## src/hw/rtl/dos_pkg.sv

```systemverilog
// ----------------------------------------------------------------------------
// dos_pkg
// Shared types and constants of the option scanner: status codes, register
// indexes, the queue entry and the result.
// ----------------------------------------------------------------------------
package dos_pkg;

   localparam int HDR_BYTES   = 4;
   localparam int FIFO_DEPTH  = 4;
   localparam int FIFO_PTR_W  = $clog2(FIFO_DEPTH);
   localparam int FIFO_CNT_W  = $clog2(FIFO_DEPTH + 1);

   typedef enum logic [1:0] {
      ST_FOUND     = 2'd0,
      ST_NOT_FOUND = 2'd1,
      ST_TOO_SHORT = 2'd2,
      ST_TRUNCATED = 2'd3
   } dos_status_type;

   typedef enum logic {
      CSR_TARGET_TYPE = 1'b0,
      CSR_HEADER_SKIP = 1'b1
   } dos_csr_index_type;

   // one classified byte on its way from front to back
   typedef struct packed {
      logic [7:0]  data_byte;
      logic        first_byte;
      logic        last_byte;
      logic [15:0] message_length;
      logic        too_short;
   } dos_item_type;

   typedef struct packed {
      dos_status_type scan_status;
      logic [15:0]    value_offset;
      logic [15:0]    value_length;
   } dos_result_type;

endpackage

```

## src/hw/rtl/dos_if.sv

```systemverilog
// ----------------------------------------------------------------------------
// dos_if
// Valid/ready channels of the option scanner: message bytes, results and
// register writes.
// ----------------------------------------------------------------------------
interface dos_req_if;
   logic        valid;
   logic        ready;
   logic [7:0]  data_byte;
   logic        first_byte;
   logic        last_byte;
   logic [15:0] message_length;

   modport source (output valid, data_byte, first_byte, last_byte, message_length,
                   input ready);
   modport sink (input valid, data_byte, first_byte, last_byte, message_length,
                 output ready);
endinterface

interface dos_rsp_if;
   logic        valid;
   logic        ready;
   logic [1:0]  scan_status;
   logic [15:0] value_offset;
   logic [15:0] value_length;

   modport source (output valid, scan_status, value_offset, value_length,
                   input ready);
   modport sink (input valid, scan_status, value_offset, value_length,
                 output ready);
endinterface

interface dos_csr_if;
   logic        valid;
   logic        ready;
   logic        index;
   logic [15:0] wdata;

   modport source (output valid, index, wdata, input ready);
   modport sink (input valid, index, wdata, output ready);
endinterface

```

## src/hw/rtl/dhcpv6_option_scanner.sv

```systemverilog
// ----------------------------------------------------------------------------
// dhcpv6_option_scanner
// Finds the first option of a chosen type in a DHCPv6 message streamed one
// byte per transaction.
// ----------------------------------------------------------------------------
// req_if carries one message byte per transaction with first/last markers;
// message_length is taken with the first byte. rsp_if gives one transaction
// per message: found (body offset and length), not found, too short or
// truncated. csr_if writes target_type (index 0) and header_skip (index 1);
// it is always ready. It must be written only while no message is in flight;
// the block itself does not enforce this. A byte passes an input register,
// a four-entry queue and the scanner, which loads the output register that
// holds the result. One byte is taken every cycle while rsp_if does not stall;
// the scanner's per-byte counter update and length compare sets that rate.
// When rsp_if stalls, the queue fills and req_if drops ready after at most
// five more bytes; nothing is lost. Synchronous reset empties the pipeline,
// clears both registers and leaves an open message of length zero.
// ----------------------------------------------------------------------------
module dhcpv6_option_scanner import dos_pkg::*; (
   input  logic       clock,
   input  logic       reset,
   dos_req_if.sink    req_if,
   dos_rsp_if.source  rsp_if,
   dos_csr_if.sink    csr_if
);

   logic [15:0]             target_type_ff;
   logic [5:0]              header_skip_ff;
   logic                    front_valid;
   logic                    front_ready;
   dos_item_type            front_item;
   logic                    queue_valid;
   logic                    queue_ready;
   dos_item_type            queue_item;
   logic [FIFO_CNT_W-1:0]   queue_fill;
   dos_result_type          result;

   assign csr_if.ready = 1'b1;

   always_ff @(posedge clock) begin
      if (reset) begin
         target_type_ff <= '0;
         header_skip_ff <= '0;
      end else if (csr_if.valid) begin
         unique case (dos_csr_index_type'(csr_if.index))
            CSR_TARGET_TYPE: target_type_ff <= csr_if.wdata;
            CSR_HEADER_SKIP: header_skip_ff <= csr_if.wdata[5:0];
            default: ;
         endcase
      end
   end

   dos_front u_front (
      .clock             (clock),
      .reset             (reset),
      .in_valid          (req_if.valid),
      .in_ready          (req_if.ready),
      .in_data_byte      (req_if.data_byte),
      .in_first_byte     (req_if.first_byte),
      .in_last_byte      (req_if.last_byte),
      .in_message_length (req_if.message_length),
      .header_skip       (header_skip_ff),
      .out_valid         (front_valid),
      .out_ready         (front_ready),
      .out_item          (front_item)
   );

   dos_fifo u_fifo (
      .clock      (clock),
      .reset      (reset),
      .push_valid (front_valid),
      .push_ready (front_ready),
      .push_item  (front_item),
      .pop_valid  (queue_valid),
      .pop_ready  (queue_ready),
      .pop_item   (queue_item),
      .fill       (queue_fill)
   );

   dos_back u_back (
      .clock       (clock),
      .reset       (reset),
      .in_valid    (queue_valid),
      .in_ready    (queue_ready),
      .in_item     (queue_item),
      .target_type (target_type_ff),
      .header_skip (header_skip_ff),
      .out_valid   (rsp_if.valid),
      .out_ready   (rsp_if.ready),
      .out_result  (result)
   );

   assign rsp_if.scan_status  = result.scan_status;
   assign rsp_if.value_offset = result.value_offset;
   assign rsp_if.value_length = result.value_length;

`ifndef NO_ASSERTIONS
   a_fill_bound: assert property (@(posedge clock) disable iff (reset)
      queue_fill <= FIFO_CNT_W'(FIFO_DEPTH))
      else $error("queue fill beyond depth");

   a_found_offset: assert property (@(posedge clock) disable iff (reset)
      rsp_if.valid && (rsp_if.scan_status == ST_FOUND)
      |-> rsp_if.value_offset >= 16'(HDR_BYTES))
      else $error("found body offset inside first header");

   a_miss_zero: assert property (@(posedge clock) disable iff (reset)
      rsp_if.valid && (rsp_if.scan_status != ST_FOUND)
      |-> (rsp_if.value_offset == '0) && (rsp_if.value_length == '0))
      else $error("non-found result carries offset or length");

   a_full_stall: assert property (@(posedge clock) disable iff (reset)
      (queue_fill == FIFO_CNT_W'(FIFO_DEPTH)) && front_valid |=> front_valid)
      else $error("input stage dropped a transaction while queue full");
`endif

endmodule

```

## src/hw/rtl/dos_front.sv

```systemverilog
// ----------------------------------------------------------------------------
// dos_front
// Input stage: registers each incoming byte and flags a message that is too
// short to hold one option header past the skipped bytes.
// ----------------------------------------------------------------------------
module dos_front import dos_pkg::*; (
   input  logic         clock,
   input  logic         reset,
   input  logic         in_valid,
   output logic         in_ready,
   input  logic [7:0]   in_data_byte,
   input  logic         in_first_byte,
   input  logic         in_last_byte,
   input  logic [15:0]  in_message_length,
   input  logic [5:0]   header_skip,
   output logic         out_valid,
   input  logic         out_ready,
   output dos_item_type out_item
);

   logic         valid_ff;
   logic         valid_in;
   dos_item_type item_ff;
   dos_item_type item_in;
   logic [15:0]  min_length;

   assign min_length = 16'(header_skip) + 16'(HDR_BYTES);
   assign in_ready   = !valid_ff || out_ready;

   always_comb begin
      item_in.data_byte      = in_data_byte;
      item_in.first_byte     = in_first_byte;
      item_in.last_byte      = in_last_byte;
      item_in.message_length = in_message_length;
      item_in.too_short      = in_first_byte && (in_message_length < min_length);
      valid_in = valid_ff;
      if (in_valid && in_ready) begin
         valid_in = 1'b1;
      end else if (out_ready) begin
         valid_in = 1'b0;
      end
   end

   always_ff @(posedge clock) begin
      if (reset) begin
         valid_ff <= 1'b0;
      end else begin
         valid_ff <= valid_in;
      end
   end

   always_ff @(posedge clock) begin
      if (in_valid && in_ready) begin
         item_ff <= item_in;
      end
   end

   assign out_valid = valid_ff;
   assign out_item  = item_ff;

endmodule

```

## src/hw/rtl/dos_fifo.sv

```systemverilog
// ----------------------------------------------------------------------------
// dos_fifo
// Short queue of classified bytes between the input stage and the scanner.
// ----------------------------------------------------------------------------
module dos_fifo import dos_pkg::*; (
   input  logic         clock,
   input  logic         reset,
   input  logic         push_valid,
   output logic         push_ready,
   input  dos_item_type push_item,
   output logic         pop_valid,
   input  logic         pop_ready,
   output dos_item_type pop_item,
   output logic [FIFO_CNT_W-1:0] fill
);

   dos_item_type            mem_ff [FIFO_DEPTH];
   logic [FIFO_PTR_W-1:0]   wr_ptr_ff;
   logic [FIFO_PTR_W-1:0]   rd_ptr_ff;
   logic [FIFO_CNT_W-1:0]   count_ff;
   logic [FIFO_CNT_W-1:0]   count_in;
   logic                    do_push;
   logic                    do_pop;

   assign push_ready = count_ff != FIFO_CNT_W'(FIFO_DEPTH);
   assign pop_valid  = count_ff != '0;
   assign do_push    = push_valid && push_ready;
   assign do_pop     = pop_valid && pop_ready;
   assign pop_item   = mem_ff[rd_ptr_ff];
   assign fill       = count_ff;

   always_comb begin
      count_in = count_ff;
      if (do_push && !do_pop) begin
         count_in = count_ff + 1'b1;
      end else if (do_pop && !do_push) begin
         count_in = count_ff - 1'b1;
      end
   end

   always_ff @(posedge clock) begin
      if (reset) begin
         wr_ptr_ff <= '0;
         rd_ptr_ff <= '0;
         count_ff  <= '0;
      end else begin
         count_ff <= count_in;
         if (do_push) begin
            wr_ptr_ff <= wr_ptr_ff + 1'b1;
         end
         if (do_pop) begin
            rd_ptr_ff <= rd_ptr_ff + 1'b1;
         end
      end
   end

   always_ff @(posedge clock) begin
      if (do_push) begin
         mem_ff[wr_ptr_ff] <= push_item;
      end
   end

endmodule

```

## src/hw/rtl/dos_back.sv

```systemverilog
// ----------------------------------------------------------------------------
// dos_back
// Scanner: walks option headers byte by byte, skips option bodies and holds
// the one result of each message in an output register.
// ----------------------------------------------------------------------------
module dos_back import dos_pkg::*; (
   input  logic           clock,
   input  logic           reset,
   input  logic           in_valid,
   output logic           in_ready,
   input  dos_item_type   in_item,
   input  logic [15:0]    target_type,
   input  logic [5:0]     header_skip,
   output logic           out_valid,
   input  logic           out_ready,
   output dos_result_type out_result
);

   logic [15:0]    pos_ff,   pos_in;
   logic [15:0]    mlen_ff,  mlen_in;
   logic [1:0]     hcount_ff, hcount_in;
   logic [23:0]    hshift_ff, hshift_in;
   logic [15:0]    body_ff,  body_in;
   logic           rep_ff,   rep_in;
   logic           out_valid_ff, out_valid_in;
   dos_result_type result_ff;

   logic [15:0]    pos_e;
   logic [15:0]    mlen_e;
   logic [1:0]     hcount_e;
   logic [23:0]    hshift_e;
   logic [15:0]    body_e;
   logic           rep_e;
   logic           res_valid;
   dos_result_type res;
   logic [15:0]    opt_type;
   logic [15:0]    opt_len;
   logic [15:0]    left;
   logic           take;

   assign in_ready = !out_valid_ff || out_ready;
   assign take     = in_valid && in_ready;

   always_comb begin
      pos_e    = in_item.first_byte ? '0 : pos_ff;
      mlen_e   = in_item.first_byte ? in_item.message_length : mlen_ff;
      hcount_e = in_item.first_byte ? '0 : hcount_ff;
      hshift_e = in_item.first_byte ? '0 : hshift_ff;
      body_e   = in_item.first_byte ? '0 : body_ff;
      rep_e    = in_item.first_byte ? 1'b0 : rep_ff;

      opt_type = hshift_e[23:8];
      opt_len  = {hshift_e[7:0], in_item.data_byte};
      left     = mlen_e - pos_e - 16'd1;

      hcount_in = hcount_e;
      hshift_in = hshift_e;
      body_in   = body_e;
      res_valid = 1'b0;
      res.scan_status  = ST_NOT_FOUND;
      res.value_offset = '0;
      res.value_length = '0;

      if (in_item.too_short) begin
         res_valid       = 1'b1;
         res.scan_status = ST_TOO_SHORT;
      end else if (!rep_e && (pos_e < mlen_e) && (pos_e >= 16'(header_skip))) begin
         if (body_e != '0) begin
            body_in = body_e - 16'd1;
         end else begin
            hshift_in = {hshift_e[15:0], in_item.data_byte};
            hcount_in = hcount_e + 2'd1;
            if (hcount_e == 2'd3) begin
               priority if (opt_len > left) begin
                  res_valid       = 1'b1;
                  res.scan_status = ST_TRUNCATED;
               end else if (opt_type == target_type) begin
                  res_valid        = 1'b1;
                  res.scan_status  = ST_FOUND;
                  res.value_offset = pos_e + 16'd1;
                  res.value_length = opt_len;
               end else begin
                  body_in = opt_len;
               end
            end
         end
      end

      rep_in  = rep_e || res_valid;
      pos_in  = (pos_e == 16'hffff) ? pos_e : pos_e + 16'd1;
      mlen_in = mlen_e;
      if (in_item.last_byte) begin
         if (!rep_in) begin
            res_valid = 1'b1;
         end
         rep_in = 1'b1;
      end

      out_valid_in = out_valid_ff;
      if (take && res_valid) begin
         out_valid_in = 1'b1;
      end else if (out_ready) begin
         out_valid_in = 1'b0;
      end
   end

   always_ff @(posedge clock) begin
      if (reset) begin
         pos_ff       <= '0;
         mlen_ff      <= '0;
         hcount_ff    <= '0;
         hshift_ff    <= '0;
         body_ff      <= '0;
         rep_ff       <= 1'b0;
         out_valid_ff <= 1'b0;
      end else begin
         out_valid_ff <= out_valid_in;
         if (take) begin
            pos_ff    <= pos_in;
            mlen_ff   <= mlen_in;
            hcount_ff <= hcount_in;
            hshift_ff <= hshift_in;
            body_ff   <= body_in;
            rep_ff    <= rep_in;
         end
      end
   end

   always_ff @(posedge clock) begin
      if (take && res_valid) begin
         result_ff <= res;
      end
   end

   assign out_valid  = out_valid_ff;
   assign out_result = result_ff;

endmodule
```

## src/flat_wrapper.sv

```systemverilog
// flat-port wrapper written by rule: the top's interface ports become plain ports
module dhcpv6_option_scanner_flat import dos_pkg::*;
  (clock, reset, req_if_valid, req_if_data_byte, req_if_first_byte, req_if_last_byte, req_if_message_length, req_if_ready, rsp_if_valid, rsp_if_scan_status, rsp_if_value_offset, rsp_if_value_length, rsp_if_ready, csr_if_valid, csr_if_index, csr_if_wdata, csr_if_ready);
  dos_req_if req_if_i ();
  dos_rsp_if rsp_if_i ();
  dos_csr_if csr_if_i ();
  input  logic clock;
  input  logic reset;
  input wire logic [$bits(req_if_i.valid)-1:0] req_if_valid;
  input wire logic [$bits(req_if_i.data_byte)-1:0] req_if_data_byte;
  input wire logic [$bits(req_if_i.first_byte)-1:0] req_if_first_byte;
  input wire logic [$bits(req_if_i.last_byte)-1:0] req_if_last_byte;
  input wire logic [$bits(req_if_i.message_length)-1:0] req_if_message_length;
  output wire logic [$bits(req_if_i.ready)-1:0] req_if_ready;
  output wire logic [$bits(rsp_if_i.valid)-1:0] rsp_if_valid;
  output wire logic [$bits(rsp_if_i.scan_status)-1:0] rsp_if_scan_status;
  output wire logic [$bits(rsp_if_i.value_offset)-1:0] rsp_if_value_offset;
  output wire logic [$bits(rsp_if_i.value_length)-1:0] rsp_if_value_length;
  input wire logic [$bits(rsp_if_i.ready)-1:0] rsp_if_ready;
  input wire logic [$bits(csr_if_i.valid)-1:0] csr_if_valid;
  input wire logic [$bits(csr_if_i.index)-1:0] csr_if_index;
  input wire logic [$bits(csr_if_i.wdata)-1:0] csr_if_wdata;
  output wire logic [$bits(csr_if_i.ready)-1:0] csr_if_ready;
  assign req_if_i.valid = req_if_valid;
  assign req_if_i.data_byte = req_if_data_byte;
  assign req_if_i.first_byte = req_if_first_byte;
  assign req_if_i.last_byte = req_if_last_byte;
  assign req_if_i.message_length = req_if_message_length;
  assign req_if_ready = req_if_i.ready;
  assign rsp_if_valid = rsp_if_i.valid;
  assign rsp_if_scan_status = rsp_if_i.scan_status;
  assign rsp_if_value_offset = rsp_if_i.value_offset;
  assign rsp_if_value_length = rsp_if_i.value_length;
  assign rsp_if_i.ready = rsp_if_ready;
  assign csr_if_i.valid = csr_if_valid;
  assign csr_if_i.index = csr_if_index;
  assign csr_if_i.wdata = csr_if_wdata;
  assign csr_if_ready = csr_if_i.ready;
  dhcpv6_option_scanner u_core (.clock(clock), .reset(reset), .req_if(req_if_i), .rsp_if(rsp_if_i), .csr_if(csr_if_i));
endmodule
```

## config.mk

```make
export PLATFORM = sky130hd
export DESIGN_NAME = dhcpv6_option_scanner_flat
export DESIGN_NICKNAME = d
export VERILOG_FILES = /design/src/hw/rtl/dos_pkg.sv /design/src/hw/rtl/dos_if.sv /design/src/hw/rtl/dhcpv6_option_scanner.sv /design/src/hw/rtl/dos_front.sv /design/src/hw/rtl/dos_fifo.sv /design/src/hw/rtl/dos_back.sv /design/src/flat_wrapper.sv
export SDC_FILE = /design/constraint.sdc
export NUM_CORES = 1
export LEC_CHECK = 0
export ABC_AREA = 1
export BUFFER_PORTS_ARGS = -buffer_cell sky130_fd_sc_hd__clkbuf_2
export CORE_ASPECT_RATIO = 0.75
export CORE_UTILIZATION = 55
export CTS_BUF_LIST = sky130_fd_sc_hd__clkbuf_8 sky130_fd_sc_hd__clkbuf_16
export CTS_CLUSTER_DIAMETER = 80
export CTS_CLUSTER_SIZE = 14
export DETAILED_ROUTE_END_ITERATION = 8
export PLACE_DENSITY = 0.8
export SYNTH_ARGS = -nofsm -noshare
export SYNTH_HDL_FRONTEND = slang
export SYNTH_SLANG_ARGS = --single-unit
export TNS_END_PERCENT = 50
```

## constraint.sdc

```tcl
create_clock -name clock -period 5 [get_ports clock]
set_input_delay 0.25 -clock clock [delete_from_list [all_inputs] [get_ports clock]]
set_output_delay 0.25 -clock clock [all_outputs]
set_load 0.05 [all_outputs]
```

==> metrics.txt <==
number of antenna violations at the first check in global routing=0; ant diodes=0; global placer's final weighted congestion=0.9810; Mapped Avg Cell Area=8.738 um^2; PortBufs=between 80 and 90; Compound-Gate Fraction of Synth Area=0.1348; Final setup viols=0; mapped cell area=about 14000 um^2; top-count cell post-synth=nand2_1; Multi-input gate area=6108 um^2; Die H=141.9 um; Worst Setup Path Type=flop to flop; main combinational cell family by area after synthesis=simple AND/OR/NAND/NOR gates; share of layout cells above drive strength 1=0.1555; proportion of synthesized area in mux cells=0; slew at the pin closest to its max-slew limit=around 1.2 ns; max-cap violation count=0; cell count after synthesis=1642; grt met1 use=0.3883; Initial Util=0.5677; vias in the first global route=10880; global-route wire length before repair=57550 um; Filler cells=2026; Critical Path RT=about 5.2 ns; Rows=50; number of CTS-inserted buffers=23; area of the die=26740 um^2; GR peak layer=met2; Overflow after GRT=0; via count=11760; CORE AREA=25270 um^2; CP max FO=16; synth warn=0; setup_tns=0 ns; final net count=1887; Final HPWL DP=25750 um; DRT iter0 DRCs=1188; drc violations=0; Final Cycle Share=0.9463; FFs w/ async S/R, synth=0; CTS tree=built; cell taking the most area after synthesis=edfxtp_1; largest net degree at the start of global routing=58; Final min period=4.731 ns; run status=completed; Worst Setup Start Kind=flop; final hold vios=0; FF+latch count, synth=~280; top-area cell type share of the netlist area=0.3537; Clock Skew=0.02137 ns; final hold slack=0.03589 ns; register area=7242 um^2; Max Root-Sink Buffers=3; Detailed Routing Iterations Pass 1=5; Hold Path Class=input pin to flop; CTS H-tree lvls=1; register area share after synthesis=0.5044; Die X=188.5 um; Slew Limit Fails=0; area added between synthesis and finish=15.95%; crit end category=flop; post-synthesis xor/xnor area fraction=0.01404; post-route ant nets=0; GR met2 Demand/Resource=0.4259; CTS clk-pin slew, worst paths=0.07 ns; syn nets=1756; CTS Root Cell=clkbuf_16; post-synthesis cell type count=54; Synth top cells by count=nand2_1, inv_1, edfxtp_1, nor2_1, a21oi_1; later-pin clock latency in the skew report=0.54 ns; fmax=~210 MHz; total global-route track usage=0.2750; Post-synth EDFFs=169; clk sink count=277; vias per inst=5.529; WP data arrival=4.97 ns; DR WL/cell=17.61 um; Post-synth top flop=edfxtp_1; Synth Area in Simple Gates=0.2040; I/O Pins=85; Routed Wire Length=between 30000 and 40000 um; Adder-Cell Fraction of Synth Area=0.05808; synth top area cells=edfxtp_1, dfxtp_1, nand2_1; Slew Limit Headroom=0.1950; Global Route met3 Usage=0.06184
==> routing by layer <==
metal	routed length, um	vias to the layer above	part of all wire
met5	0	-	0
met4	901	0	0.024
met3	3687	58	0.098
met2	16040	525	0.43
met1	16810	5440	0.45
li1	-	5732	-
==> what timing repair did <==
action	CTS	global route
hold endpoints to repair	38	0
setup endpoints to repair	0	85
setup buffers	0	16
hold buffers	38	0
gates resized for setup	0	68
==> layout make-up <==
type | count | share of cell area
repair buffers | 176 | 0.08348
well taps | 338 | 0.02542
inverters | 217 | 0.04979
clock inverters | 17 | 0.004212
clock buffers | 23 | 0.03460
multi-input cells | 1078 | 0.3672
flip-flops and latches | 277 | 0.4353
==> placed cells by master (no fill, tap or decap), types with 14 or more instances in the layout <==
| master | netlist | layout |
|---|---|---|
| a211oi_1 | 22 | 20 |
| a21oi_1 | 119 | 117 |
| buf_4 | 3 | 40 |
| clkbuf_16 | 0 | 27 |
| clkbuf_2 | 0 | 83 |
| dfxtp_1 | 108 | 106 |
| dlygate4sd3_1 | 0 | 38 |
| edfxtp_1 | 169 | 169 |
| ha_1 | 65 | 60 |
| inv_1 | 208 | 221 |
| nand2_1 | 377 | 374 |
| nand3_1 | 51 | 49 |
| nand3b_1 | 16 | 16 |
| nand4_1 | 14 | 14 |
| nor2_1 | 138 | 128 |
| nor2_2 | 30 | 35 |
| o21ai_0 | 101 | 90 |
| o21ai_1 | 8 | 14 |
| o21bai_1 | 22 | 21 |
| xor2_1 | 17 | 17 |
==> path summary, 6_finish.rpt <==
path                                       to                      from  slack (ns)  cells past startpoint
setup / recovery  u_core.u_back.out_result[8]                      flop        0.27                     26
hold reg to reg      u_core.u_back.body_ff[8]  u_core.u_back.body_ff[8]        0.46                      2
hold / removal       u_core.u_front.out_valid              req_if_valid        0.04                      3
setup reg to reg  u_core.u_back.out_result[8]                      flop        0.27                     26
==> critical path, cell delays in order (launching register included) <==
cell	delay [ns]
dfxtp_4	0.37
buf_12	0.15
nand2_2	0.06
nand2_1	0.07
nand2_2	0.08
nand2_4	0.11
buf_12	0.17
buf_8	0.15
o21ai_0	0.37
ha_1	0.38
nand2_1	0.13
nor2_1	0.05
a211oi_1	0.23
nand2_1	0.11
xnor2_1	0.14
ha_1	0.31
nand4_1	0.15
nor3_2	0.23
nand2_1	0.09
nand2_2	0.07
nand2_1	0.07
nand2_1	0.07
nand3_1	0.07
o21bai_2	0.18
nand3_2	0.13
clkinvlp_4	0.27
clkbuf_16	0.21
==> cell families (layout without fill, tap and decap cells) <==
logic type | Yosys count | in the layout
fa+ha+maj | 66 | 66
simple gates | 666 | 666
compound gates | 322 | 322
flops | 277 | 277
other cells | 1 | 1
buf+inv | 287 | 433
xor+xnor | 23 | 23
==> state kept, by name, summed over array words and instances, names as in the netlist, 2 cells and up, named ones only <==
register / cells
u_core.u_fifo.mem_ff: 108
u_core.header_skip_ff: 6
u_core.u_back.hshift_ff: 24
u_core.target_type_ff: 16
u_core.u_fifo.fill: 3
u_core.u_fifo.rd_ptr_ff: 2
u_core.u_back.body_ff: 16
u_core.u_back.mlen_ff: 16
u_core.u_front.out_item: 27
u_core.u_back.out_result: 34
u_core.u_back.pos_ff: 16
u_core.u_back.hcount_ff: 2
u_core.u_fifo.wr_ptr_ff: 2
==> per-stage QoR <==
step | instance area [um^2] | utilization | setup WS, ns | instances
detailed placement | 15140 | 0.5992 | 0.06344 | 2026
CTS | 16170 | 0.6398 | 0.02794 | 2104
finish | 16640 | 0.6582 | 0.2687 | 2126
global placement | 15140 | 0.5992 | 0.1729 | 2026
floorplan | 14360 | - | 0.05482 | 1642
global route | 16640 | 0.6582 | -0.08918 | 2126
Power is not shown: default switching activity piles up to over one toggle a cycle in this logic, so the estimate is an artifact.
